<file path="src/hw/rtl/qxmm_pkg.sv">
// Shared constants, codes and controller/datapath handshake types for the motor mixer.
`default_nettype none

package qxmm_pkg;

  // Q format: 1.0 = 2^FRAC_BITS
  localparam int FRAC_BITS = 14;
  localparam int ONE_Q     = 1 << FRAC_BITS;
  localparam int HALF_Q    = ONE_Q / 2;
  localparam int FLOOR_RST = ONE_Q / 10;

  // field and register widths
  localparam int IN_W       = 16;
  localparam int DRV_W      = 17;
  localparam int MIX_W      = 18;
  localparam int FLOOR_W    = 14;
  localparam int CEIL_W     = 15;
  localparam int CFG_DATA_W = 16;
  localparam int CFG_IDX_W  = 2;

  // scaling divider: |m| * ceiling / max, quotient below 2^QUO_W
  localparam int DIVR_W    = 17;
  localparam int QUO_W     = 16;
  localparam int PROD_W    = DIVR_W + CEIL_W;
  localparam int DIV_STEPS = QUO_W;
  localparam int CNT_W     = $clog2(DIV_STEPS);

  localparam logic [CFG_IDX_W-1:0] REG_FLOOR = 2'd0;
  localparam logic [CFG_IDX_W-1:0] REG_CEIL  = 2'd1;

  typedef enum logic [1:0] {
    CMD_MIX    = 2'd0,
    CMD_ARM    = 2'd1,
    CMD_DISARM = 2'd2,
    CMD_CAL    = 2'd3
  } cmd_code_t;

  typedef enum logic [1:0] {
    STS_APPLIED = 2'd0,
    STS_IGNORED = 2'd1,
    STS_REFUSED = 2'd2
  } status_t;

  // controller -> datapath
  typedef struct packed {
    logic load_in;
    logic clamp;
    logic mix;
    logic find_max;
    logic mul;
    logic div_step;
    logic commit;
  } dp_cmd_t;

  // datapath -> controller
  typedef struct packed {
    logic mix_go;
    logic need_scale;
  } dp_stat_t;

endpackage

`default_nettype wire

</file>
<file path="src/hw/rtl/qxmm_ctrl.sv">
// Sequencer for the motor mixer: item handshake, step order, divider count, result beat.
`default_nettype none

module qxmm_ctrl (
  input  wire logic               clk,
  input  wire logic               rst_n,
  input  wire logic               in_valid,
  output logic                    in_stall,
  output logic                    out_valid,
  input  wire logic               out_stall,
  output qxmm_pkg::dp_cmd_t       dp_cmd,
  input  wire qxmm_pkg::dp_stat_t dp_stat
);

  typedef enum logic [2:0] {
    S_IDLE,
    S_CLAMP,
    S_MIX,
    S_MAX,
    S_MUL,
    S_DIV,
    S_COMMIT
  } state_t;

  state_t                       state_r, state_nxt;
  logic [qxmm_pkg::CNT_W-1:0]   div_cnt_r, div_cnt_nxt;
  logic                         out_valid_r, out_valid_nxt;
  logic                         accept;
  logic                         commit;

  localparam logic [qxmm_pkg::CNT_W-1:0] CNT_LAST = qxmm_pkg::CNT_W'(qxmm_pkg::DIV_STEPS - 1);

  assign in_stall  = (state_r != S_IDLE);
  assign accept    = in_valid && !in_stall;
  assign commit    = (state_r == S_COMMIT) && (!out_valid_r || !out_stall);
  assign out_valid = out_valid_r;

  always_comb begin
    state_nxt   = state_r;
    div_cnt_nxt = div_cnt_r;
    dp_cmd      = '0;
    case (state_r)
      S_IDLE: begin
        if (accept) begin
          dp_cmd.load_in = 1'b1;
          state_nxt      = S_CLAMP;
        end
      end
      S_CLAMP: begin
        dp_cmd.clamp = 1'b1;
        state_nxt    = dp_stat.mix_go ? S_MIX : S_COMMIT;
      end
      S_MIX: begin
        dp_cmd.mix = 1'b1;
        state_nxt  = S_MAX;
      end
      S_MAX: begin
        dp_cmd.find_max = 1'b1;
        state_nxt       = dp_stat.need_scale ? S_MUL : S_COMMIT;
      end
      S_MUL: begin
        dp_cmd.mul  = 1'b1;
        div_cnt_nxt = '0;
        state_nxt   = S_DIV;
      end
      S_DIV: begin
        dp_cmd.div_step = 1'b1;
        div_cnt_nxt     = div_cnt_r + 1'b1;
        if (div_cnt_r == CNT_LAST) begin
          state_nxt = S_COMMIT;
        end
      end
      S_COMMIT: begin
        dp_cmd.commit = commit;
        if (commit) begin
          state_nxt = S_IDLE;
        end
      end
      default: begin
        state_nxt = S_IDLE;
      end
    endcase
  end

  always_comb begin
    out_valid_nxt = out_valid_r;
    if (commit) begin
      out_valid_nxt = 1'b1;
    end else if (out_valid_r && !out_stall) begin
      out_valid_nxt = 1'b0;
    end
  end

  always_ff @(posedge clk) begin
    if (!rst_n) begin
      state_r     <= S_IDLE;
      div_cnt_r   <= '0;
      out_valid_r <= 1'b0;
    end else begin
      state_r     <= state_nxt;
      div_cnt_r   <= div_cnt_nxt;
      out_valid_r <= out_valid_nxt;
    end
  end

  // an accepted item always starts at the clamp step
  a_accept_to_clamp: assert property (@(posedge clk) disable iff (!rst_n)
    accept |=> (state_r == S_CLAMP))
    else $error("accepted item did not enter clamp step");

  // divider run always starts from a cleared count
  a_div_start: assert property (@(posedge clk) disable iff (!rst_n)
    (state_r == S_MUL) |=> (state_r == S_DIV && div_cnt_r == '0))
    else $error("divider run started with stale count");

  // a new result beat only appears after a commit
  a_beat_from_commit: assert property (@(posedge clk) disable iff (!rst_n)
    $rose(out_valid_r) |-> $past(commit))
    else $error("result beat raised without commit");

endmodule

`default_nettype wire

</file>
<file path="src/hw/rtl/qxmm_dpath.sv">
// Mixer datapath: config regs, clamp, X mix, max, four divider lanes, arming flags, result regs.
`default_nettype none

module qxmm_dpath (
  input  wire logic                                    clk,
  input  wire logic                                    rst_n,
  input  wire qxmm_pkg::dp_cmd_t                       dp_cmd,
  output qxmm_pkg::dp_stat_t                           dp_stat,
  input  wire logic                                    cfg_we,
  input  wire logic        [qxmm_pkg::CFG_IDX_W-1:0]   cfg_index,
  input  wire logic        [qxmm_pkg::CFG_DATA_W-1:0]  cfg_data,
  input  wire logic        [1:0]                       in_cmd,
  input  wire logic signed [qxmm_pkg::IN_W-1:0]        in_collective_cmd,
  input  wire logic signed [qxmm_pkg::IN_W-1:0]        in_roll_cmd,
  input  wire logic signed [qxmm_pkg::IN_W-1:0]        in_pitch_cmd,
  input  wire logic signed [qxmm_pkg::IN_W-1:0]        in_yaw_cmd,
  output logic signed      [qxmm_pkg::DRV_W-1:0]       out_front_right_drive,
  output logic signed      [qxmm_pkg::DRV_W-1:0]       out_front_left_drive,
  output logic signed      [qxmm_pkg::DRV_W-1:0]       out_back_left_drive,
  output logic signed      [qxmm_pkg::DRV_W-1:0]       out_back_right_drive,
  output logic                                         out_engaged_out,
  output logic                                         out_ready_out,
  output logic             [1:0]                       out_status
);

  localparam int IW  = qxmm_pkg::IN_W;
  localparam int DW  = qxmm_pkg::DRV_W;
  localparam int MW  = qxmm_pkg::MIX_W;
  localparam int FW  = qxmm_pkg::FLOOR_W;
  localparam int CW  = qxmm_pkg::CEIL_W;
  localparam int RW  = qxmm_pkg::DIVR_W;
  localparam int QW  = qxmm_pkg::QUO_W;
  localparam int PW  = qxmm_pkg::PROD_W;
  localparam int DVW = RW + QW;

  localparam logic [qxmm_pkg::CFG_DATA_W-1:0] CFG_HALF = qxmm_pkg::CFG_DATA_W'(qxmm_pkg::HALF_Q);
  localparam logic [qxmm_pkg::CFG_DATA_W-1:0] CFG_ONE  = qxmm_pkg::CFG_DATA_W'(qxmm_pkg::ONE_Q);
  localparam logic signed [IW-1:0] UNIT_POS = IW'(qxmm_pkg::ONE_Q);
  localparam logic signed [IW-1:0] UNIT_NEG = -IW'(qxmm_pkg::ONE_Q);

  // config and arming state
  logic [FW-1:0]          floor_r;
  logic [CW-1:0]          ceil_r;
  logic                   engaged_r, engaged_nxt;
  logic                   esc_ready_r, esc_ready_nxt;
  logic signed [DW-1:0]   drive_r   [4];
  logic signed [DW-1:0]   drive_nxt [4];
  qxmm_pkg::status_t      status_nxt;

  // latched item
  qxmm_pkg::cmd_code_t    cmd_r;
  logic signed [IW-1:0]   coll_r, roll_r, pitch_r, yaw_r;

  // mix pipeline
  logic [CW-1:0]          c_r, c_nxt;
  logic signed [IW-1:0]   r_r, p_r, y_r;
  logic signed [MW-1:0]   m_r   [4];
  logic signed [MW-1:0]   m_nxt [4];
  logic signed [MW-1:0]   mx01, mx23, mx;
  logic [RW-1:0]          mx_r;
  logic                   scale_r;

  // divider lanes: {remainder, dividend low / quotient}
  logic [DVW-1:0]         div_r [4];
  logic                   neg_r [4];
  logic [RW-1:0]          mag   [4];
  logic [PW-1:0]          prod  [4];
  logic [RW:0]            trial [4];
  logic [DVW-1:0]         div_nxt [4];
  logic signed [DW-1:0]   scaled [4];
  logic                   rem_ok;

  logic signed [DW-1:0]   coll_x, floor_x, ceil_x;

  function automatic logic signed [IW-1:0] clamp_unit(input logic signed [IW-1:0] v);
    logic signed [IW-1:0] res;
    res = v;
    if (v < UNIT_NEG) begin
      res = UNIT_NEG;
    end else if (v > UNIT_POS) begin
      res = UNIT_POS;
    end
    return res;
  endfunction

  // collective clamp to [floor, ceiling]
  assign coll_x  = {coll_r[IW-1], coll_r};
  assign floor_x = $signed({{(DW-FW){1'b0}}, floor_r});
  assign ceil_x  = $signed({{(DW-CW){1'b0}}, ceil_r});

  always_comb begin
    if (coll_x < floor_x) begin
      c_nxt = {{(CW-FW){1'b0}}, floor_r};
    end else if (coll_x > ceil_x) begin
      c_nxt = ceil_r;
    end else begin
      c_nxt = coll_r[CW-1:0];
    end
  end

  // X-frame mix
  always_comb begin
    logic signed [MW-1:0] c18, r18, p18, y18;
    c18 = $signed({{(MW-CW){1'b0}}, c_r});
    r18 = MW'(r_r);
    p18 = MW'(p_r);
    y18 = MW'(y_r);
    m_nxt[0] = c18 + r18 - p18 - y18;
    m_nxt[1] = c18 - r18 - p18 + y18;
    m_nxt[2] = c18 - r18 + p18 - y18;
    m_nxt[3] = c18 + r18 + p18 + y18;
  end

  assign mx01 = (m_r[1] > m_r[0]) ? m_r[1] : m_r[0];
  assign mx23 = (m_r[3] > m_r[2]) ? m_r[3] : m_r[2];
  assign mx   = (mx23 > mx01) ? mx23 : mx01;

  assign dp_stat.need_scale = mx > $signed({{(MW-CW){1'b0}}, ceil_r});
  assign dp_stat.mix_go     = (cmd_r == qxmm_pkg::CMD_MIX) && engaged_r && esc_ready_r;

  // lane logic: magnitude product and one restoring division step
  always_comb begin
    rem_ok = 1'b1;
    for (int i = 0; i < 4; i++) begin
      logic signed [MW-1:0] absm;
      absm       = (m_r[i] < 0) ? -m_r[i] : m_r[i];
      mag[i]     = absm[RW-1:0];
      prod[i]    = PW'(mag[i]) * PW'(ceil_r);
      trial[i]   = div_r[i][DVW-1:QW-1];
      if (trial[i] >= {1'b0, mx_r}) begin
        div_nxt[i] = {RW'(trial[i] - {1'b0, mx_r}), div_r[i][QW-2:0], 1'b1};
      end else begin
        div_nxt[i] = {trial[i][RW-1:0], div_r[i][QW-2:0], 1'b0};
      end
      scaled[i]  = neg_r[i] ? -$signed({1'b0, div_r[i][QW-1:0]})
                            :  $signed({1'b0, div_r[i][QW-1:0]});
      if (div_r[i][DVW-1:QW] >= mx_r) begin
        rem_ok = 1'b0;
      end
    end
  end

  // result of the command against the current arming state
  always_comb begin
    engaged_nxt   = engaged_r;
    esc_ready_nxt = esc_ready_r;
    status_nxt    = qxmm_pkg::STS_APPLIED;
    for (int i = 0; i < 4; i++) begin
      drive_nxt[i] = drive_r[i];
    end
    case (cmd_r)
      qxmm_pkg::CMD_MIX: begin
        if (dp_stat.mix_go) begin
          for (int i = 0; i < 4; i++) begin
            drive_nxt[i] = scale_r ? scaled[i] : m_r[i][DW-1:0];
          end
        end else begin
          status_nxt = qxmm_pkg::STS_IGNORED;
        end
      end
      qxmm_pkg::CMD_ARM: begin
        if (!engaged_r) begin
          if (esc_ready_r) begin
            engaged_nxt = 1'b1;
          end else begin
            status_nxt = qxmm_pkg::STS_REFUSED;
          end
        end
      end
      qxmm_pkg::CMD_DISARM: begin
        engaged_nxt = 1'b0;
        for (int i = 0; i < 4; i++) begin
          drive_nxt[i] = '0;
        end
      end
      qxmm_pkg::CMD_CAL: begin
        if (engaged_r) begin
          status_nxt = qxmm_pkg::STS_REFUSED;
        end else begin
          esc_ready_nxt = 1'b1;
        end
      end
      default: begin
      end
    endcase
  end

  // control state: config, arming flags, stored motors
  always_ff @(posedge clk) begin
    if (!rst_n) begin
      floor_r     <= FW'(qxmm_pkg::FLOOR_RST);
      ceil_r      <= CW'(qxmm_pkg::ONE_Q);
      engaged_r   <= 1'b0;
      esc_ready_r <= 1'b0;
      for (int i = 0; i < 4; i++) begin
        drive_r[i] <= '0;
      end
    end else begin
      if (cfg_we) begin
        case (cfg_index)
          qxmm_pkg::REG_FLOOR: begin
            floor_r <= (cfg_data > CFG_HALF) ? CFG_HALF[FW-1:0] : cfg_data[FW-1:0];
          end
          qxmm_pkg::REG_CEIL: begin
            if (cfg_data < CFG_HALF) begin
              ceil_r <= CFG_HALF[CW-1:0];
            end else if (cfg_data > CFG_ONE) begin
              ceil_r <= CFG_ONE[CW-1:0];
            end else begin
              ceil_r <= cfg_data[CW-1:0];
            end
          end
          default: begin
          end
        endcase
      end
      if (dp_cmd.commit) begin
        engaged_r   <= engaged_nxt;
        esc_ready_r <= esc_ready_nxt;
        for (int i = 0; i < 4; i++) begin
          drive_r[i] <= drive_nxt[i];
        end
      end
    end
  end

  // payload registers
  always_ff @(posedge clk) begin
    if (dp_cmd.load_in) begin
      cmd_r   <= qxmm_pkg::cmd_code_t'(in_cmd);
      coll_r  <= in_collective_cmd;
      roll_r  <= in_roll_cmd;
      pitch_r <= in_pitch_cmd;
      yaw_r   <= in_yaw_cmd;
    end
    if (dp_cmd.clamp) begin
      c_r <= c_nxt;
      r_r <= clamp_unit(roll_r);
      p_r <= clamp_unit(pitch_r);
      y_r <= clamp_unit(yaw_r);
    end
    if (dp_cmd.mix) begin
      for (int i = 0; i < 4; i++) begin
        m_r[i] <= m_nxt[i];
      end
    end
    if (dp_cmd.find_max) begin
      mx_r    <= mx[RW-1:0];
      scale_r <= dp_stat.need_scale;
    end
    for (int i = 0; i < 4; i++) begin
      if (dp_cmd.mul) begin
        neg_r[i] <= m_r[i] < 0;
        div_r[i] <= {1'b0, prod[i]};
      end else if (dp_cmd.div_step) begin
        div_r[i] <= div_nxt[i];
      end
    end
    if (dp_cmd.commit) begin
      out_front_right_drive <= drive_nxt[0];
      out_front_left_drive  <= drive_nxt[1];
      out_back_left_drive   <= drive_nxt[2];
      out_back_right_drive  <= drive_nxt[3];
      out_engaged_out       <= engaged_nxt;
      out_ready_out         <= esc_ready_nxt;
      out_status            <= status_nxt;
    end
  end

  // partial remainder stays below the divisor on every step
  a_rem_below_div: assert property (@(posedge clk) disable iff (!rst_n)
    dp_cmd.div_step |-> rem_ok)
    else $error("divider remainder reached divisor");

  // scaling only ever flagged for a max above the ceiling
  a_scale_flag: assert property (@(posedge clk) disable iff (!rst_n)
    dp_cmd.find_max |=> (!scale_r || ({1'b0, mx_r} > {{(RW+1-CW){1'b0}}, ceil_r})))
    else $error("scale flagged with max not above ceiling");

endmodule

`default_nettype wire

</file>
<file path="src/hw/rtl/quad_x_motor_mixer_with_arming.sv">
// Top level of the quad X-frame motor mixer with arming and calibration interlocks.
//
// Use: one command beat in on in_* (mix, arm, disarm/stop, calibration done), one
// result beat out on out_* per command, carrying all four stored motor values,
// the armed and calibrated flags and a status code. Both channels move a beat at
// a rising edge with valid high and stall low. Values are signed Q14 (1.0 = 16384).
// The cfg_* port writes floor (index 0) and ceiling (index 1); it is always ready,
// saturates the data to each register's range and ignores other indexes. The user
// writes it only while no command is in flight; the block does not enforce this.
// Timing: in_stall rises the cycle after a beat is accepted and falls after the
// result is committed to the output register. Arm, disarm, calibration or an
// ignored mix go from clamp straight to commit; an applied mix adds the mix and
// max steps; desaturation adds the multiply and the 16-step restoring divider
// (four lanes side by side). The result beat shows in the cycle after commit. A
// stalled result holds in the output register while the next command is already
// accepted; the commit of that next command waits until the held beat is taken.
// Reset (rst_n low, synchronous): disarmed, not calibrated, motors zero,
// floor 1638, ceiling 16384, no result pending.
`default_nettype none

module quad_x_motor_mixer_with_arming (
  input  wire logic                                   clk,
  input  wire logic                                   rst_n,
  // command channel
  input  wire logic                                   in_valid,
  output logic                                        in_stall,
  input  wire logic        [1:0]                      in_cmd,
  input  wire logic signed [qxmm_pkg::IN_W-1:0]       in_collective_cmd,
  input  wire logic signed [qxmm_pkg::IN_W-1:0]       in_roll_cmd,
  input  wire logic signed [qxmm_pkg::IN_W-1:0]       in_pitch_cmd,
  input  wire logic signed [qxmm_pkg::IN_W-1:0]       in_yaw_cmd,
  // result channel
  output logic                                        out_valid,
  input  wire logic                                   out_stall,
  output logic signed      [qxmm_pkg::DRV_W-1:0]      out_front_right_drive,
  output logic signed      [qxmm_pkg::DRV_W-1:0]      out_front_left_drive,
  output logic signed      [qxmm_pkg::DRV_W-1:0]      out_back_left_drive,
  output logic signed      [qxmm_pkg::DRV_W-1:0]      out_back_right_drive,
  output logic                                        out_engaged_out,
  output logic                                        out_ready_out,
  output logic             [1:0]                      out_status,
  // register write port
  input  wire logic                                   cfg_valid,
  output logic                                        cfg_ready,
  input  wire logic        [qxmm_pkg::CFG_IDX_W-1:0]  cfg_index,
  input  wire logic        [qxmm_pkg::CFG_DATA_W-1:0] cfg_data
);

  qxmm_pkg::dp_cmd_t  dp_cmd;
  qxmm_pkg::dp_stat_t dp_stat;
  logic               cfg_we;

  // register writes are always accepted
  assign cfg_ready = 1'b1;
  assign cfg_we    = cfg_valid && cfg_ready;

  // sequencer: handshakes, step order, divider count
  qxmm_ctrl u_ctrl (
    .clk       (clk),
    .rst_n     (rst_n),
    .in_valid  (in_valid),
    .in_stall  (in_stall),
    .out_valid (out_valid),
    .out_stall (out_stall),
    .dp_cmd    (dp_cmd),
    .dp_stat   (dp_stat)
  );

  // datapath: clamp, mix, max, desaturation divide, flags and result registers
  qxmm_dpath u_dpath (
    .clk                   (clk),
    .rst_n                 (rst_n),
    .dp_cmd                (dp_cmd),
    .dp_stat               (dp_stat),
    .cfg_we                (cfg_we),
    .cfg_index             (cfg_index),
    .cfg_data              (cfg_data),
    .in_cmd                (in_cmd),
    .in_collective_cmd     (in_collective_cmd),
    .in_roll_cmd           (in_roll_cmd),
    .in_pitch_cmd          (in_pitch_cmd),
    .in_yaw_cmd            (in_yaw_cmd),
    .out_front_right_drive (out_front_right_drive),
    .out_front_left_drive  (out_front_left_drive),
    .out_back_left_drive   (out_back_left_drive),
    .out_back_right_drive  (out_back_right_drive),
    .out_engaged_out       (out_engaged_out),
    .out_ready_out         (out_ready_out),
    .out_status            (out_status)
  );

endmodule

`default_nettype wire
</file>
<file path="config.mk">
export PLATFORM = sky130hd
export DESIGN_NAME = quad_x_motor_mixer_with_arming
export DESIGN_NICKNAME = d
export VERILOG_FILES = /design/src/hw/rtl/qxmm_pkg.sv /design/src/hw/rtl/qxmm_ctrl.sv /design/src/hw/rtl/qxmm_dpath.sv /design/src/hw/rtl/quad_x_motor_mixer_with_arming.sv
export SDC_FILE = /design/constraint.sdc
export NUM_CORES = 2
export LEC_CHECK = 0
export BUFFER_PORTS_ARGS = -buffer_cell sky130_fd_sc_hd__buf_2
export CORE_ASPECT_RATIO = 1.2
export CORE_MARGIN = 4
export CORE_UTILIZATION = 44
export DETAILED_ROUTE_END_ITERATION = 6
export GPL_ROUTABILITY_DRIVEN = 0
export PLACE_DENSITY_LB_ADDON = 0.25
export SETUP_SLACK_MARGIN = 0.3
export SYNTH_ARGS = -nofsm -noshare
export SYNTH_HDL_FRONTEND = slang
export SYNTH_SLANG_ARGS = --single-unit
</file>
<file path="constraint.sdc">
create_clock -name clk -period 8 [get_ports clk]
set_input_delay 0.8 -clock clk [delete_from_list [all_inputs] [get_ports clk]]
set_output_delay 0.8 -clock clk [all_outputs]
set_load 0.02 [all_outputs]
</file>
Word-level counts from Yosys, hierarchy flattened
Memory sizes are Yosys's and may differ from the RTL's.
Index checks and enable logic that the tools add are counted.
- flip-flop bits (word level): 258
- RAM bits: 276
- memories: 4
- add/sub/neg operators: 23
- $mul: 4
- order comparisons: 23
- equal/unequal tests: 14
- muxes and demuxes: 75
- bitwise gates (word level): 8
- reductions and logical operators: 21
- memory list (name ; depth ; bits a word ; rd ports ; clocked after memory_dff ; wr ports ; line ; source):
    u_dpath.div_r ; 4 ; 33 ; 4 ; 0 ; 4 ; qxmm_dpath.sv:64 ; logic [DVW-1:0] div_r [4];
    u_dpath.m_r ; 4 ; 18 ; 4 ; 0 ; 4 ; qxmm_dpath.sv:57 ; logic signed [MW-1:0] m_r [4];
    u_dpath.drive_r ; 4 ; 17 ; 4 ; 0 ; 4 ; qxmm_dpath.sv:46 ; logic signed [DW-1:0] drive_r [4];
    u_dpath.neg_r ; 4 ; 1 ; 4 ; 0 ; 4 ; qxmm_dpath.sv:65 ; logic neg_r [4];
- operators by type and width (cell ; number):
    2-to-1 mux 17 bit ; 16
    2-to-1 mux 33 bit ; 8
    one-hot mux 68 bit (2 select lines) ; 1
    multiplier 17 x 15 -> 32 bit ; 4
    >= comparator 18 x 17 -> 1 bit ; 4
    < comparator 18 x 1 -> 1 bit (second input constant) ; 4
    2-to-1 mux 68 bit ; 1
    negator 16 -> 17 bit ; 4
    negator 17 bit ; 4
    subtractor 17 bit ; 4
    greater-than comparator 18 bit ; 3
    2-to-1 mux 18 bit ; 3
    greater-than comparator 16 bit (second input constant) ; 3
    < comparator 16 x 15 -> 1 bit (second input constant) ; 3
    2-to-1 mux 16 bit ; 3
    2-to-1 mux 15 bit ; 3
    adder 17 x 16 -> 18 bit ; 2
    adder 18 x 16 -> 18 bit ; 2
    subtractor 17 x 16 -> 18 bit ; 2
    subtractor 18 x 16 -> 18 bit ; 2
    2-to-1 mux 14 bit ; 2
    2-to-1 mux 1 bit ; 26
    one-hot mux 3 bit (7 select lines) ; 1
    greater-than comparator 18 x 16 -> 1 bit ; 1
    other kinds (31) ; 62

Logic depth before layout (Yosys ltp)
- word-level depth: 8
- mapped depth: 37

Cells and area by module
Synthesis repeated with hierarchy kept, for this count alone.
- cells, all modules: 7114
- area, all modules: 67219.5 µm²
- modules (own cells, without submodules) (module ; times used ; cells each ; area each (µm²)):
    qxmm_dpath ; 1 ; 7052 ; 66719.0
    qxmm_ctrl ; 1 ; 60 ; 489.2
    quad_x_motor_mixer_with_arming ; 1 ; 2 ; 11.3

Worst setup path after synthesis
OpenSTA, ideal clock, no wires.
- kind: register to register
- from: memory u_dpath.m_r[0][0] (netlist bit)
- to: memory u_dpath.div_r[0][31] (netlist bit) (data pin)
- setup time: 271 ps
- arrival time: 8230 ps
- path slack: -502 ps
- cell stages (with the launch flop): 30
- buffers on the path: 2
- period minus slack after synthesis: 8502 ps
- path through: edfxtp_1 -> clkbuf_1 -> inv_1 -> buf_1 -> ha_1 -> nand3_1 -> or3_1 -> o41ai_1 -> xnor2_1 -> and2_1 -> fa_1 -> fa_1 -> fa_1 -> inv_1 -> fa_1 -> inv_1 -> fa_1 -> fa_1 -> ha_1 -> a21o_1 -> a21oi_1 -> o21bai_1 -> or4_1 -> o22a_1 -> a311oi_2 -> o31ai_1 -> or4_1 -> a31oi_1 -> xnor2_1 -> a22oi_1
- RTL lines (element ; line):
    from (decl) ; qxmm_dpath.sv:57
    to (decl) ; qxmm_dpath.sv:64

==> summary.md <==
| Metric | Value |
|---|---|
| Status | `completed` |
| Design Area, Final | `76400 sq um` |
| Setup CP Type | `reg -> reg` |
| H-tree levels | `2` |
| FF/Latch Area | `15600 sq um` |
| Share of layout cells above drive strength 1 | `13.1%` |
| Die Ht | `436 um` |
| Die area | `159000 sq um` |
| Power per cell area | `325 nW/um^2` |
| Worst ir drop on vdd | `0.000329 V` |
| P_leak | `34.7 nW` |
| Syn Nets | `8708` |
| Yosys top cell area share | `25.3%` |
| Die W | `365 um` |
| Actual slew at the worst max-slew pin | `1.21 ns` |
| Final nets | `9094` |
| First-pass GRT wire length | `322000 um` |
| Core area | `151000 sq um` |
| DR iter-0 viols | `4011` |
| Ports | `164` |
| Reg clk slew, reported paths | `0.07 ns` |
| CTS buffer count | `58` |
| Setup ws final | `0.00898 ns` |
| Total of max-cap violations | `0` |
| Tcrit/Tclk final | `99.9%` |
| Yosys top cell by area | `fa_1` |
| Post-Place Cells | `9349` |
| Initial antenna violation count | `6` |
| Worst R2R End | `u_dpath.div_r[0][31]` |
| Via/cell ratio | `5.54` |
| Layout Skew | `0.0573 ns` |
| Worst r2r src | `u_dpath.m_r[0][7]` |
| Avg Cell Area, Syn | `9.44 sq um` |
| Multi-input gate area | `48000 sq um` |
| Yosys Warn Count | `0` |
| Gr usage total | `26.4%` |
| Area growth, synth to finish | `13.8%` |
| Net switching power | `12.3 mW` |
| Arrival time at the worst endpoint | `8.41 ns` |
| Top FF cell, synth | `edfxtp_1` |
| Distinct cells, synth | `92` |
| Routed Antenna Nets | `0` |
| Total number of vias | `52800` |
| Hold path endpoint | `u_dpath.yaw_r[10]` |
| Clock latency on the worst-skew pair | `0.70 ns` |
| Crit end category | `flip-flop` |
| RSZ-0062 raised after global routing | `true` |
| Peak Freq | `0.125 GHz` |
| GR Overflow Total | `0` |
| Post-synth top cells | `1025 x nand2_1, 1018 x inv_1, 847 x fa_1` |
| Dpl ws | `-0.177 ns` |
| Fill count | `14000` |
| Detailed-router iteration count before antenna repair | `6` |
| Combinational Power Share | `69.7%` |
| Finished Layout Cells | `9524` |
| Flop2flop setup slack | `0.009 ns` |
| Cells after Synth | `7112` |
| Final setup viols | `0` |
| Remaining DRCs | `0` |
| Clock power frac | `11.4%` |
| WL/cell | `22.2 um` |
| Min-delay worst type | `in -> reg` |
| Fin crit period | `7.99 ns` |
| Worst-case reg-to-reg path depth | `27` |
| Vias in the first global route | `55000` |
| Post-synth design cell area | `67100 sq um` |
| DPL Wire Length | `170000 um` |
| Largest net degree at the start of global routing | `96` |
| Starting Density | `44.4%` |
| CP Data Required Time | `8.42 ns` |
| CTS tree | `done` |
| Post-synth EDFFs | `493` |
| Most frequent cell after synthesis | `nand2_1` |
| Pins over their slew limit | `0` |
| Register area share after synthesis | `23.2%` |
| Synth area leaders | `fa_1 25%, edfxtp_1 22%, ha_1 12%, nand2_1 5.7%, inv_1 5.7%` |
| Startpoint types | `flip-flop` |
| Crit path max fanout | `3` |
| P_int | `12.6 mW` |
| Slew headroom | `19.5%` |
| Clk root buf | `clkbuf_16` |
| IO Port Bufs | `162` |
| Sw frac | `49.4%` |
| Critical hold path startpoint | `in_yaw_cmd[10]` |
| Sequential power share | `18.9%` |
| Clk buf depth | `3` |
| Final hold viol count | `0` |
| Cell row count | `156` |
| Placed Area | `72600 sq um` |
| Hold depth | `1` |
| Seq cells post-synth | `532` |
| DRT Wirelength | `211000 um` |
| Hold slack | `0.292 ns` |
| Hold_buf cts | `0` |
| Clock net sink count | `532` |
| Fraction of registers with async set/reset | `0%` |
area by class of cell:
cell class / count / area share (%)
Antenna cell: 3 / 0.00983
Sequential cell: 532 / 20.4
Clock inverter: 30 / 0.516
Tap cell: 1975 / 3.24
Clock buffer: 78 / 2.04
Inverter: 1019 / 5.02
Timing Repair Buffer: 618 / 5.95
Multi-Input combinational cell: 5269 / 62.8
critical path, cell delays in order, from the launching register on:
cell and delay, ns:
edfxtp_1 0.42, inv_2 0.08, nand3_2 0.08, or4_4 0.47
or3_4 0.39, o41ai_4 0.30, xnor2_2 0.17, and2_4 0.17
fa_1 0.42, fa_1 0.47, fa_1 0.52, inv_2 0.05
fa_1 0.55, inv_2 0.04, fa_1 0.47, fa_1 0.57
ha_4 0.22, a21o_1 0.19, a21oi_2 0.14, o21bai_1 0.07
or4_1 0.40, o22a_1 0.23, a311oi_4 0.33, o31ai_2 0.14
or4_1 0.43, a31oi_1 0.18, xnor2_1 0.14, a22oi_1 0.09
logic make-up (layout without fill, tap and decap cells):
kind of cell	count (synthesis)	after routing	synth area share, %
simple gates	2199	2199	15.3
mux	114	114	1.72
buf+inv	1311	1745	7.40
other cells	1	4	0.00559
flops	532	532	23.2
xor+xnor	337	337	4.40
compound gates	1111	1111	10.4
fa+ha+maj	1507	1507	37.6
per-stage QoR:
step                setup TNS [ns]  utilization, %  total power, mW
finish                           0            50.5             24.8
global route                -0.281            50.5             26.6
CTS                       -0.00179            49.6             24.0
detailed placement          -0.280            48.1             20.9
global placement            -0.126            48.1             20.7
floorplan                        0               -             15.2
power groups by stage:
stage	registers, mW	logic, mW	clock network (mW)
6_report	4.69	17.3	2.83
4_1_cts	4.67	16.5	2.87
3_3_place_gp	4.70	16.0	0
5_1_grt	4.73	18.9	2.97
3_5_place_dp	4.72	16.2	0
2_1_floorplan	4.58	10.6	0
per-layer routing:
layer / wire (um) / global-route usage (%)
met1: 82300 / 32.7
met2: 101000 / 44.9
met3: 14600 / 3.86
met4: 13200 / 13.6
met5: 0 / 0
registers in the layout (all words and copies together) (netlist names), 3 cells and up:
| signal | flops |
|---|---|
| u_dpath.div_r | 132 |
| u_dpath.m_r | 70 |
| u_dpath.drive_r | 68 |
| u_dpath.mx_r | 17 |
| u_dpath.out_back_left_drive | 17 |
| u_dpath.out_back_right_drive | 17 |
| u_dpath.out_front_left_drive | 17 |
| u_dpath.out_front_right_drive | 17 |
| u_dpath.coll_r | 16 |
| u_dpath.p_r | 16 |
| u_dpath.pitch_r | 16 |
| u_dpath.r_r | 16 |
| u_dpath.roll_r | 16 |
| u_dpath.y_r | 16 |
| u_dpath.yaw_r | 16 |
| u_dpath.c_r | 15 |
| u_dpath.ceil_r | 15 |
| u_dpath.floor_r | 14 |
| u_ctrl.div_cnt_r | 4 |
| u_dpath.neg_r | 4 |
| u_ctrl.state_r | 3 |
how the worst max path moves through the flow:
stage	from	to	depth (start not counted)
6_report	u_dpath.m_r[0][7]	u_dpath.div_r[0][31]	27
5_1_grt	u_dpath.m_r[0][7]	u_dpath.div_r[0][31]	27
4_1_cts	u_dpath.m_r[0][7]	u_dpath.div_r[0][31]	27
3_5_place_dp	u_dpath.m_r[0][7]	u_dpath.div_r[0][31]	29
3_3_place_gp	u_dpath.m_r[0][8]	u_dpath.div_r[0][31]	27
2_1_floorplan	u_dpath.m_r[0][7]	u_dpath.div_r[0][31]	27
what timing repair did:
| item | in CTS | in global routing |
|---|---|---|
| cloned | 0 | 1 |
| gates resized for setup | 69 | 208 |
| endpoints found under the setup margin | 36 | 46 |
| pin swaps | 48 | 152 |
| setup buffers | 12 | 51 |
layout by cell type, fill, tap and decap left out, types with 27 or more instances in the layout:
cell / instances
nor3_1: 63
nand2b_1: 35
a21oi_1: 266
edfxtp_1: 493
and2_1: 327
clkbuf_16: 58
nor2b_1: 110
buf_6: 27
nand3_1: 64
nor2_1: 351
xor2_1: 119
inv_1: 996
mux2i_1: 101
o21bai_1: 33
buf_2: 163
nand2_1: 1011
or3_1: 39
buf_4: 411
nand4_1: 33
o21ai_0: 315
a21o_1: 99
o21a_1: 50
fa_1: 840
ha_1: 640
o31ai_1: 41
xnor2_1: 188
Note: power is estimated with default switching activity, not from simulation.
